## config.mk

```make
export PLATFORM = sky130hd
export DESIGN_NAME = circular_deque_with_cursor_core
export DESIGN_NICKNAME = d
export VERILOG_FILES = /design/src/sv/cdq_pkg.sv /design/src/sv/cdq_ram.sv /design/src/sv/cdq_ctrl.sv /design/src/sv/cdq_dp.sv /design/src/sv/circular_deque_with_cursor_core.sv
export SDC_FILE = /design/constraint.sdc
export NUM_CORES = 1
export LEC_CHECK = 0
export ABC_CLOCK_PERIOD_IN_PS = 16500
export BUFFER_PORTS_ARGS = -buffer_cell sky130_fd_sc_hd__buf_2
export CELL_PAD_IN_SITES_DETAIL_PLACEMENT = 0
export CELL_PAD_IN_SITES_GLOBAL_PLACEMENT = 1
export CORE_MARGIN = 10
export CORE_UTILIZATION = 30
export CTS_BUF_LIST = sky130_fd_sc_hd__clkbuf_16
export DETAILED_ROUTE_END_ITERATION = 7
export PLACE_DENSITY_LB_ADDON = 0.1
export SYNTH_ARGS = -nofsm -noshare
export SYNTH_HDL_FRONTEND = slang
export SYNTH_HIERARCHICAL = 1
export SYNTH_SLANG_ARGS = --single-unit
```

## constraint.sdc

```tcl
create_clock -name clk -period 16.5 [get_ports clk]
set_input_delay 0.825 -clock clk [delete_from_list [all_inputs] [get_ports clk]]
set_output_delay 0.825 -clock clk [all_outputs]
set_load 0.02 [all_outputs]
```

## src/sv/cdq_pkg.sv

```systemverilog
// Package of the circular deque core: command codes, position-reduction constants and
// the control and status structs between controller and datapath. No dependencies.
`timescale 1ns / 1ps

package cdq_pkg;

	localparam logic [2:0] CMD_PUSH_HEAD = 3'd0;
	localparam logic [2:0] CMD_PUSH_TAIL = 3'd1;
	localparam logic [2:0] CMD_POP_HEAD  = 3'd2;
	localparam logic [2:0] CMD_POP_TAIL  = 3'd3;
	localparam logic [2:0] CMD_SET_POS   = 3'd4;
	localparam logic [2:0] CMD_READ_CUR  = 3'd5;

	// Modulo reduction of a position: width and number of restoring steps
	localparam int MOD_W     = 12;
	localparam int MOD_STEPS = 7;
	localparam int NEG_SHIFT = 5;

	typedef struct packed {
		logic accept;
		logic exec;
		logic clear;
		logic restart;
	} cdq_ctl_t;

	typedef struct packed {
		logic clr_last;
	} cdq_sts_t;

endpackage

```

## src/sv/cdq_ram.sv

```systemverilog
// Generic simple dual-port RAM: one write port, one read port, registered read.
// No dependencies.
`timescale 1ns / 1ps

module cdq_ram #(
	parameter int WIDTH = 32,
	parameter int DEPTH = 16
) (
	input  logic                     clk,
	input  logic                     we,
	input  logic [$clog2(DEPTH)-1:0] waddr,
	input  logic [WIDTH-1:0]         wdata,
	input  logic [$clog2(DEPTH)-1:0] raddr,
	output logic [WIDTH-1:0]         rdata
);

	logic [WIDTH-1:0] mem [DEPTH];

	always_ff @(posedge clk) begin
		if (we) begin
			mem[waddr] <= wdata;
		end
		rdata <= mem[raddr];
	end

endmodule

```

## src/sv/cdq_ctrl.sv

```systemverilog
// Controller of the circular deque core: clear pass, idle and execute states.
// Depends on cdq_pkg for the control and status structs.
`timescale 1ns / 1ps

module cdq_ctrl (
	input  logic              clk,
	input  logic              arst_n,
	input  logic              start,
	input  logic              cfg_we,
	input  cdq_pkg::cdq_sts_t sts,
	output logic              busy,
	output logic              done,
	output cdq_pkg::cdq_ctl_t ctl
);

	localparam logic [1:0] ST_CLEAR = 2'd0;
	localparam logic [1:0] ST_IDLE  = 2'd1;
	localparam logic [1:0] ST_EXEC  = 2'd2;

	logic [1:0] state_q;
	logic [1:0] state_d;

	always_comb begin
		state_d = state_q;
		priority if (cfg_we) begin
			state_d = ST_CLEAR;
		end else if (state_q == ST_CLEAR) begin
			if (sts.clr_last) begin
				state_d = ST_IDLE;
			end
		end else if (state_q == ST_IDLE) begin
			if (start) begin
				state_d = ST_EXEC;
			end
		end else begin
			state_d = ST_IDLE;
		end
	end

	always_ff @(posedge clk or negedge arst_n) begin
		if (!arst_n) begin
			state_q <= ST_CLEAR;
		end else begin
			state_q <= state_d;
		end
	end

	assign busy        = (state_q != ST_IDLE);
	assign done        = (state_q == ST_EXEC);
	assign ctl.accept  = (state_q == ST_IDLE) && start;
	assign ctl.exec    = (state_q == ST_EXEC);
	assign ctl.clear   = (state_q == ST_CLEAR);
	assign ctl.restart = cfg_we;

endmodule

```

## src/sv/cdq_dp.sv

```systemverilog
// Datapath of the circular deque core: capacity, head, tail and cursor registers,
// position reduction and the slot RAM. Depends on cdq_pkg and cdq_ram.
`timescale 1ns / 1ps

module cdq_dp #(
	parameter int DEPTH      = 16,
	parameter int WORD_WIDTH = 32
) (
	input  logic              clk,
	input  logic              arst_n,
	input  cdq_pkg::cdq_ctl_t ctl,
	input  logic [2:0]        cmd,
	input  logic [31:0]       value,
	input  logic              whence,
	input  logic signed [5:0] offset,
	input  logic              cfg_we,
	input  logic [4:0]        capacity,
	output cdq_pkg::cdq_sts_t sts,
	output logic [31:0]       data_out
);

	localparam int AW      = $clog2(DEPTH);
	localparam int CAP_MAX = (DEPTH < 31) ? DEPTH : 31;
	localparam int CAPW    = $clog2(CAP_MAX + 1);
	localparam int CAP_RST = (DEPTH < 16) ? DEPTH : 16;

	logic [CAPW-1:0]       cap_q;
	logic [CAPW-1:0]       cap_new;
	logic [CAPW-1:0]       cap_new_m1;
	logic [AW-1:0]         cap_m1;
	logic [AW-1:0]         head_q, tail_q, cursor_q, clr_cnt_q;
	logic [AW-1:0]         head_dec, head_inc, tail_dec, tail_inc, pos_next;
	logic [2:0]            cmd_q;
	logic [WORD_WIDTH-1:0] value_q;
	logic                  whence_q;
	logic signed [5:0]     offset_q;

	logic                  ram_we;
	logic [AW-1:0]         ram_waddr, ram_raddr;
	logic [WORD_WIDTH-1:0] ram_wdata, ram_rdata;

	logic signed [cdq_pkg::MOD_W-1:0] base_s, ofs_s, sum_s;
	logic [cdq_pkg::MOD_W-1:0]        rem, sub;

	// Clamp a written capacity into 1..DEPTH
	always_comb begin
		priority if (capacity == 5'd0) begin
			cap_new = CAPW'(1);
		end else if (int'(capacity) > DEPTH) begin
			cap_new = CAPW'(DEPTH);
		end else begin
			cap_new = CAPW'(capacity);
		end
	end

	assign cap_new_m1 = cap_new - CAPW'(1);
	assign cap_m1     = AW'(cap_q - CAPW'(1));

	assign head_dec = (head_q == '0) ? cap_m1 : head_q - AW'(1);
	assign head_inc = (head_q == cap_m1) ? '0 : head_q + AW'(1);
	assign tail_dec = (tail_q == '0) ? cap_m1 : tail_q - AW'(1);
	assign tail_inc = (tail_q == cap_m1) ? '0 : tail_q + AW'(1);

	// Set position: base plus or minus offset, reduced modulo capacity by
	// restoring subtraction of shifted capacity
	always_comb begin
		base_s = $signed(cdq_pkg::MOD_W'(whence_q ? tail_q : head_q));
		ofs_s  = cdq_pkg::MOD_W'(offset_q);
		sum_s  = whence_q ? (base_s - ofs_s) : (base_s + ofs_s);
		if (sum_s[cdq_pkg::MOD_W-1]) begin
			rem = $unsigned(sum_s)
				+ (cdq_pkg::MOD_W'(cap_q) << cdq_pkg::NEG_SHIFT);
		end else begin
			rem = $unsigned(sum_s);
		end
		for (int k = cdq_pkg::MOD_STEPS - 1; k >= 0; k--) begin
			sub = cdq_pkg::MOD_W'(cap_q) << k;
			if (rem >= sub) begin
				rem = rem - sub;
			end
		end
		pos_next = AW'(rem);
	end

	// Capture the transaction
	always_ff @(posedge clk) begin
		if (ctl.accept) begin
			cmd_q    <= cmd;
			value_q  <= WORD_WIDTH'(value);
			whence_q <= whence;
			offset_q <= offset;
		end
	end

	always_ff @(posedge clk or negedge arst_n) begin
		if (!arst_n) begin
			cap_q    <= CAPW'(CAP_RST);
			head_q   <= '0;
			tail_q   <= AW'(CAP_RST - 1);
			cursor_q <= '0;
		end else if (cfg_we) begin
			cap_q    <= cap_new;
			head_q   <= '0;
			tail_q   <= AW'(cap_new_m1);
			cursor_q <= '0;
		end else if (ctl.exec) begin
			unique case (cmd_q)
				cdq_pkg::CMD_PUSH_HEAD: begin
					head_q   <= head_dec;
					cursor_q <= head_dec;
				end
				cdq_pkg::CMD_PUSH_TAIL: begin
					tail_q <= tail_inc;
				end
				cdq_pkg::CMD_POP_HEAD: begin
					head_q   <= head_inc;
					cursor_q <= head_inc;
				end
				cdq_pkg::CMD_POP_TAIL: begin
					tail_q <= tail_dec;
				end
				cdq_pkg::CMD_SET_POS: begin
					cursor_q <= pos_next;
				end
				default: begin
				end
			endcase
		end
	end

	always_ff @(posedge clk or negedge arst_n) begin
		if (!arst_n) begin
			clr_cnt_q <= '0;
		end else if (ctl.restart) begin
			clr_cnt_q <= '0;
		end else if (ctl.clear) begin
			clr_cnt_q <= clr_cnt_q + AW'(1);
		end
	end

	assign sts.clr_last = (clr_cnt_q == AW'(DEPTH - 1));

	// Read address follows the incoming command so data is ready in execute
	always_comb begin
		priority if (cmd == cdq_pkg::CMD_POP_TAIL) begin
			ram_raddr = tail_q;
		end else if (cmd == cdq_pkg::CMD_READ_CUR) begin
			ram_raddr = cursor_q;
		end else begin
			ram_raddr = head_q;
		end
	end

	always_comb begin
		ram_we    = 1'b0;
		ram_waddr = head_q;
		ram_wdata = '0;
		priority if (ctl.clear) begin
			ram_we    = 1'b1;
			ram_waddr = clr_cnt_q;
		end else if (ctl.exec) begin
			unique case (cmd_q)
				cdq_pkg::CMD_PUSH_HEAD: begin
					ram_we    = 1'b1;
					ram_waddr = head_dec;
					ram_wdata = value_q;
				end
				cdq_pkg::CMD_PUSH_TAIL: begin
					ram_we    = 1'b1;
					ram_waddr = tail_inc;
					ram_wdata = value_q;
				end
				cdq_pkg::CMD_POP_HEAD: begin
					ram_we    = 1'b1;
					ram_waddr = head_q;
				end
				cdq_pkg::CMD_POP_TAIL: begin
					ram_we    = 1'b1;
					ram_waddr = tail_q;
				end
				default: begin
				end
			endcase
		end
	end

	cdq_ram #(
		.WIDTH (WORD_WIDTH),
		.DEPTH (DEPTH)
	) u_ram (
		.clk   (clk),
		.we    (ram_we),
		.waddr (ram_waddr),
		.wdata (ram_wdata),
		.raddr (ram_raddr),
		.rdata (ram_rdata)
	);

	assign data_out = (cmd_q == cdq_pkg::CMD_POP_HEAD || cmd_q == cdq_pkg::CMD_POP_TAIL
		|| cmd_q == cdq_pkg::CMD_READ_CUR) ? 32'(ram_rdata) : 32'd0;

endmodule

```

## src/sv/circular_deque_with_cursor_core.sv

```systemverilog
// Top level of the circular deque core: controller plus datapath.
// Depends on cdq_pkg, cdq_ctrl, cdq_dp (and through it cdq_ram).
//
//  channel   ports                               handshake
//  command   cmd, value, whence, offset          start high while busy low
//  result    data_out                            done, one cycle, no back-pressure
//  config    capacity                            cfg_we, taken at once
//
// The slot RAM is read in the accept cycle; the result shows with done in the
// next one, when the write-back happens.
// A new command can be taken in the cycle after done.
// After reset and after each capacity write, a clearing pass zeroes all DEPTH
// slots of the RAM, one slot a cycle, with busy high.
`timescale 1ns / 1ps

module circular_deque_with_cursor_core #(
	parameter int DEPTH      = 16,
	parameter int WORD_WIDTH = 32
) (
	input  logic              clk,
	input  logic              arst_n,
	input  logic              start,
	output logic              busy,
	input  logic [2:0]        cmd,
	input  logic [31:0]       value,
	input  logic              whence,
	input  logic signed [5:0] offset,
	output logic              done,
	output logic [31:0]       data_out,
	input  logic              cfg_we,
	input  logic [4:0]        capacity
);

	cdq_pkg::cdq_ctl_t ctl;
	cdq_pkg::cdq_sts_t sts;

	cdq_ctrl u_ctrl (
		.clk    (clk),
		.arst_n (arst_n),
		.start  (start),
		.cfg_we (cfg_we),
		.sts    (sts),
		.busy   (busy),
		.done   (done),
		.ctl    (ctl)
	);

	cdq_dp #(
		.DEPTH      (DEPTH),
		.WORD_WIDTH (WORD_WIDTH)
	) u_dp (
		.clk      (clk),
		.arst_n   (arst_n),
		.ctl      (ctl),
		.cmd      (cmd),
		.value    (value),
		.whence   (whence),
		.offset   (offset),
		.cfg_we   (cfg_we),
		.capacity (capacity),
		.sts      (sts),
		.data_out (data_out)
	);

endmodule

```

==> out/summary.md <==
The slowest stage of the critical path is the or4b_1 cell. Counting instances in the post-synthesis netlist gives the leading cell types as 554 x edfxtp_1, 128 x mux4_2, 84 x nand2_1. The I/O pin count was 85; the cell area reported after detailed placement was 28980 um^2. The tree is rooted in a clkbuf_16.

Setup repair after global routing left no endpoint under its margin. The tools report the utilization of the core after routing as 35.50%. The cell with the most instances on the worst path was ha_1.

The final-report hold violation count is 0. The finished cells cover 31470 um^2. For this run, the leading register cell type out of synthesis is edfxtp_1. The worst hold path belongs to the class in2async. The worst path needs 15370 ps of the cycle, external delays included. The tools report the initial core utilization as 30.32%. The wire length reported by the detailed router came out at 73.05 mm. The sort of element at the start of the critical path is a flop. Synthesis-to-finish area growth: 17.09%.

STA classifies the critical path endpoint as a flop. When the netlist entered floorplanning its net count stood at 1759. Of the cells placed in the final design, the portion with a size suffix greater than 1 is 25.69%.

Layer with the highest usage: met2. Number of global-route vias before repair: 16180. The critical path is of the reg2reg type. Averaged over all synthesized cells, the footprint is 16.35 um^2. For this design the ratio of total power to cell area is 162.0 nW/um^2. After layout, the design draws a total of 0.005098 W. The floorplan step defined a core boundary enclosing 88650 um^2.

In the routed layout, each cell is associated on average with a via count of 5.005. The first routing iteration left 954 violations. After layout, the worst path uses 93.17% of the clock period.

After synthesis the netlist holds a flip-flop and latch count of 609. The DRC violation count after routing is 0. The clock insertion delay at the later pin of the skew report is 610 ps. The startpoint identified for the worst register-to-register timing path is u_dp/offset_q[1]. Area enclosed by the die boundary: 102000 um^2.

The floorplan has 109 rows. For the pin with the worst max-slew slack, the measured transition is 1067 ps. The largest single stage delay on the critical path is 520 ps. The tools report the total of endpoints with negative setup slack in the final report as 0.

Measured against its own limit, the worst slew margin works out to 27.97%. The clock passes through at most 3 buffers. For the leakage power of the design, the log shows 11.68 nW. The number of flops mapped to enable cells by yosys was 554. The number of maximum-capacitance violations was 0; the count of synthesis-stage warnings from yosys was 6. The tools report the number of distinct library cells after synthesis as 99. The cell area after synthesis was 26870 um^2; the worst-path maximum fanout was 7.

The run gives 23.46% as the global routing met2 resource utilization. Cell taking the most area after synthesis: edfxtp_1. The origin of the worst setup path was u_dp/offset_q[1]. The wire-length estimate of the detail-placed layout is 40.89 mm. After synthesis, the share of flip-flops with an asynchronous set or reset is 3.777%.

The tools report the global-route wire length before repair as 108.6 mm. At the end of the flow, the number of nets in the layout was 1917. The upper clock frequency limit is 65.05 MHz. The first detailed-routing pass ran for 5 iterations.

Critical path required time: 17050 ps. The congestion estimate from routability-driven global placement came to 0.7851. The antenna violation net count after detailed routing is 0, and the fill cell total of the finished layout is 8466. The quantity of hold-fixing buffers added after cts was 0. The largest net degree at the start of global routing was 94; the setup skew after layout was 35.98 ps. The flow ran to the end, and the final reports show no timing, DRC or antenna violations.

For this run the aggregate overflow at the end of global routing stands at 0. Most common cell in the netlist: edfxtp_1. The number of I/O port buffers was 84.

Across every metal layer, demand over resource in global routing totals 14.25%. TritonCTS built the clock tree. The number of antenna violations at the first check in global routing was 2; the arrival time reported for the critical path endpoint was 15920 ps.

Yosys attributes the largest share of cell area to edfxtp_1 62%, mux4_2 11%, ha_1 2.6%, dfxtp_1 2.4%, a22oi_1 2.0%. CTS built an H-tree with a depth of 3. The tightest hold path in the finished design has a slack of 229.0 ps. Clock-pin slew was measured on the worst setup and hold paths at 60 ps. For this run, global-route usage on met1 was measured as 19.66%.

Global routing used 2.273% of the available met3 tracks. The antenna diode count was 0. The floorplan die width is 319.3 um, and the cell count after synthesis is 1644. CTS sink count: 609. The largest voltage drop on the vdd net was 144.8 uV; the reg2reg setup slack was 1130 ps. Area fraction of the dominant cell type after synthesis: 61.90%. Summing the sequential cell areas from Yosys gives 66.45% of the chip area. The via count of the routed design was 15140. The number of pins exceeding their max-slew limit in the final report was 0; the number of buffers inserted during clock tree synthesis was 71.

The routed wirelength normalized by instance count is 24.14 um, and the y dimension of the die is 319.3 um.
## flip-flops by register name (all words and copies together), names as in the netlist
register / flops
u_dp/cap_q: 5
u_dp/tail_q: 4
u_dp/value_q: 32
u_dp/u_ram/mem: 512
u_dp/offset_q: 6
u_dp/cursor_q: 4
u_dp/cmd_q: 3
u_dp/whence_q: 1
u_dp/head_q: 4
u_ctrl/state_q: 2
u_dp/u_ram/rdata: 32
u_dp/clr_cnt_q: 4
## layer usage
metal / routed length (um) / up-vias
li1: - / 6829
met5: 0 / -
met3: 2736 / 80
met4: 1073 / 0
met1: 34010 / 7956
met2: 35220 / 279
## placed cells by master, fill, tap and decap left out, types with 6 or more instances in the layout
master,n
a21o_1,17
a21oi_1,48
a22oi_1,70
and2_1,68
buf_2,84
buf_4,69
clkbuf_16,74
clkinv_1,14
clkinv_2,16
dfrtp_1,18
dfxtp_1,32
edfxtp_1,554
fa_1,9
ha_1,53
inv_1,55
mux2_2,14
mux2i_1,18
mux4_2,128
nand2_1,82
nand2b_1,28
nand3_1,15
nor2_1,52
nor2_4,14
nor2b_1,23
nor3_1,13
nor3_2,7
o21a_1,8
o21ai_0,50
o22ai_1,13
or2_2,6
or3_1,6
xnor2_1,24
xor2_1,23
## timing repair
item,CTS,global route
gates resized for setup,4,19
pin swaps,2,11
endpoints found under the hold margin,0,0
setup buffers,3,19
setup endpoints to repair,4,4
## through the flow
step	instances	worst slack [ps]	setup TNS [ps]
after CTS	3007	84.80	0
after global routing	3026	13.14	0
final	3026	1127	0
after global placement	2872	-89.94	-94.99
after floorplan	1644	642.8	0
after detailed placement	2872	-407.7	-1069
## layout make-up
cell class	count	area, um^2	share of cell area [%]
clock buffer	74	1852	5.885
clock inverter	58	371.6	1.181
inverter	39	148.9	0.4732
multi-input combinational	927	8820	28.03
sequential	609	17860	56.75
tap	1165	1458	4.632
timing repair buffer	154	958.4	3.046
## power by group
group | leakage, nW | switching (W) | internal (W)
Clock | 1.17 | 0.000627 | 0.000849
Sequential | 6.53 | 0.0000129 | 0.00171
Combinational | 3.99 | 0.00110 | 0.000803
## worst max-delay path: cells and delay by family (launching register included)
kind                     cells  cell delay [ps]
multiplexers                 6             2160
adder cells (fa/ha/maj)     10             2990
AO/OA/AOI/OAI               24             4650
buffers and inverters        8              850
flip-flops                   1              430
AND/OR/NAND/NOR             24             3930
XOR/XNOR                     2              270
## path summary, 6_finish.rpt
kind                                endpoint  depth (start not counted)
setup reg to reg            u_dp/cursor_q[0]                         74
hold reg to reg            u_dp/clr_cnt_q[3]                          2
hold / removal             u_ctrl/state_q[0]                          1
setup / recovery            u_dp/cursor_q[0]                         74
max in group asynchronous      u_dp/cap_q[2]                          1
min in group clk             u_dp/value_q[0]                          1
## logic make-up (layout without fill, tap and decap cells)
group	count (synthesis)	after routing	share of synthesized area, %
buffers and inverters	108	325	1.737
xor gates and xnor gates	48	48	1.564
muxes	166	166	12.27
AOI/OAI and AO/OA	285	285	7.458
DFF	609	609	66.45
and+or+nand+nor	364	364	7.286
adders and majority gates	64	64	3.231
No activity file was read; power rests on OpenSTA's default activity.
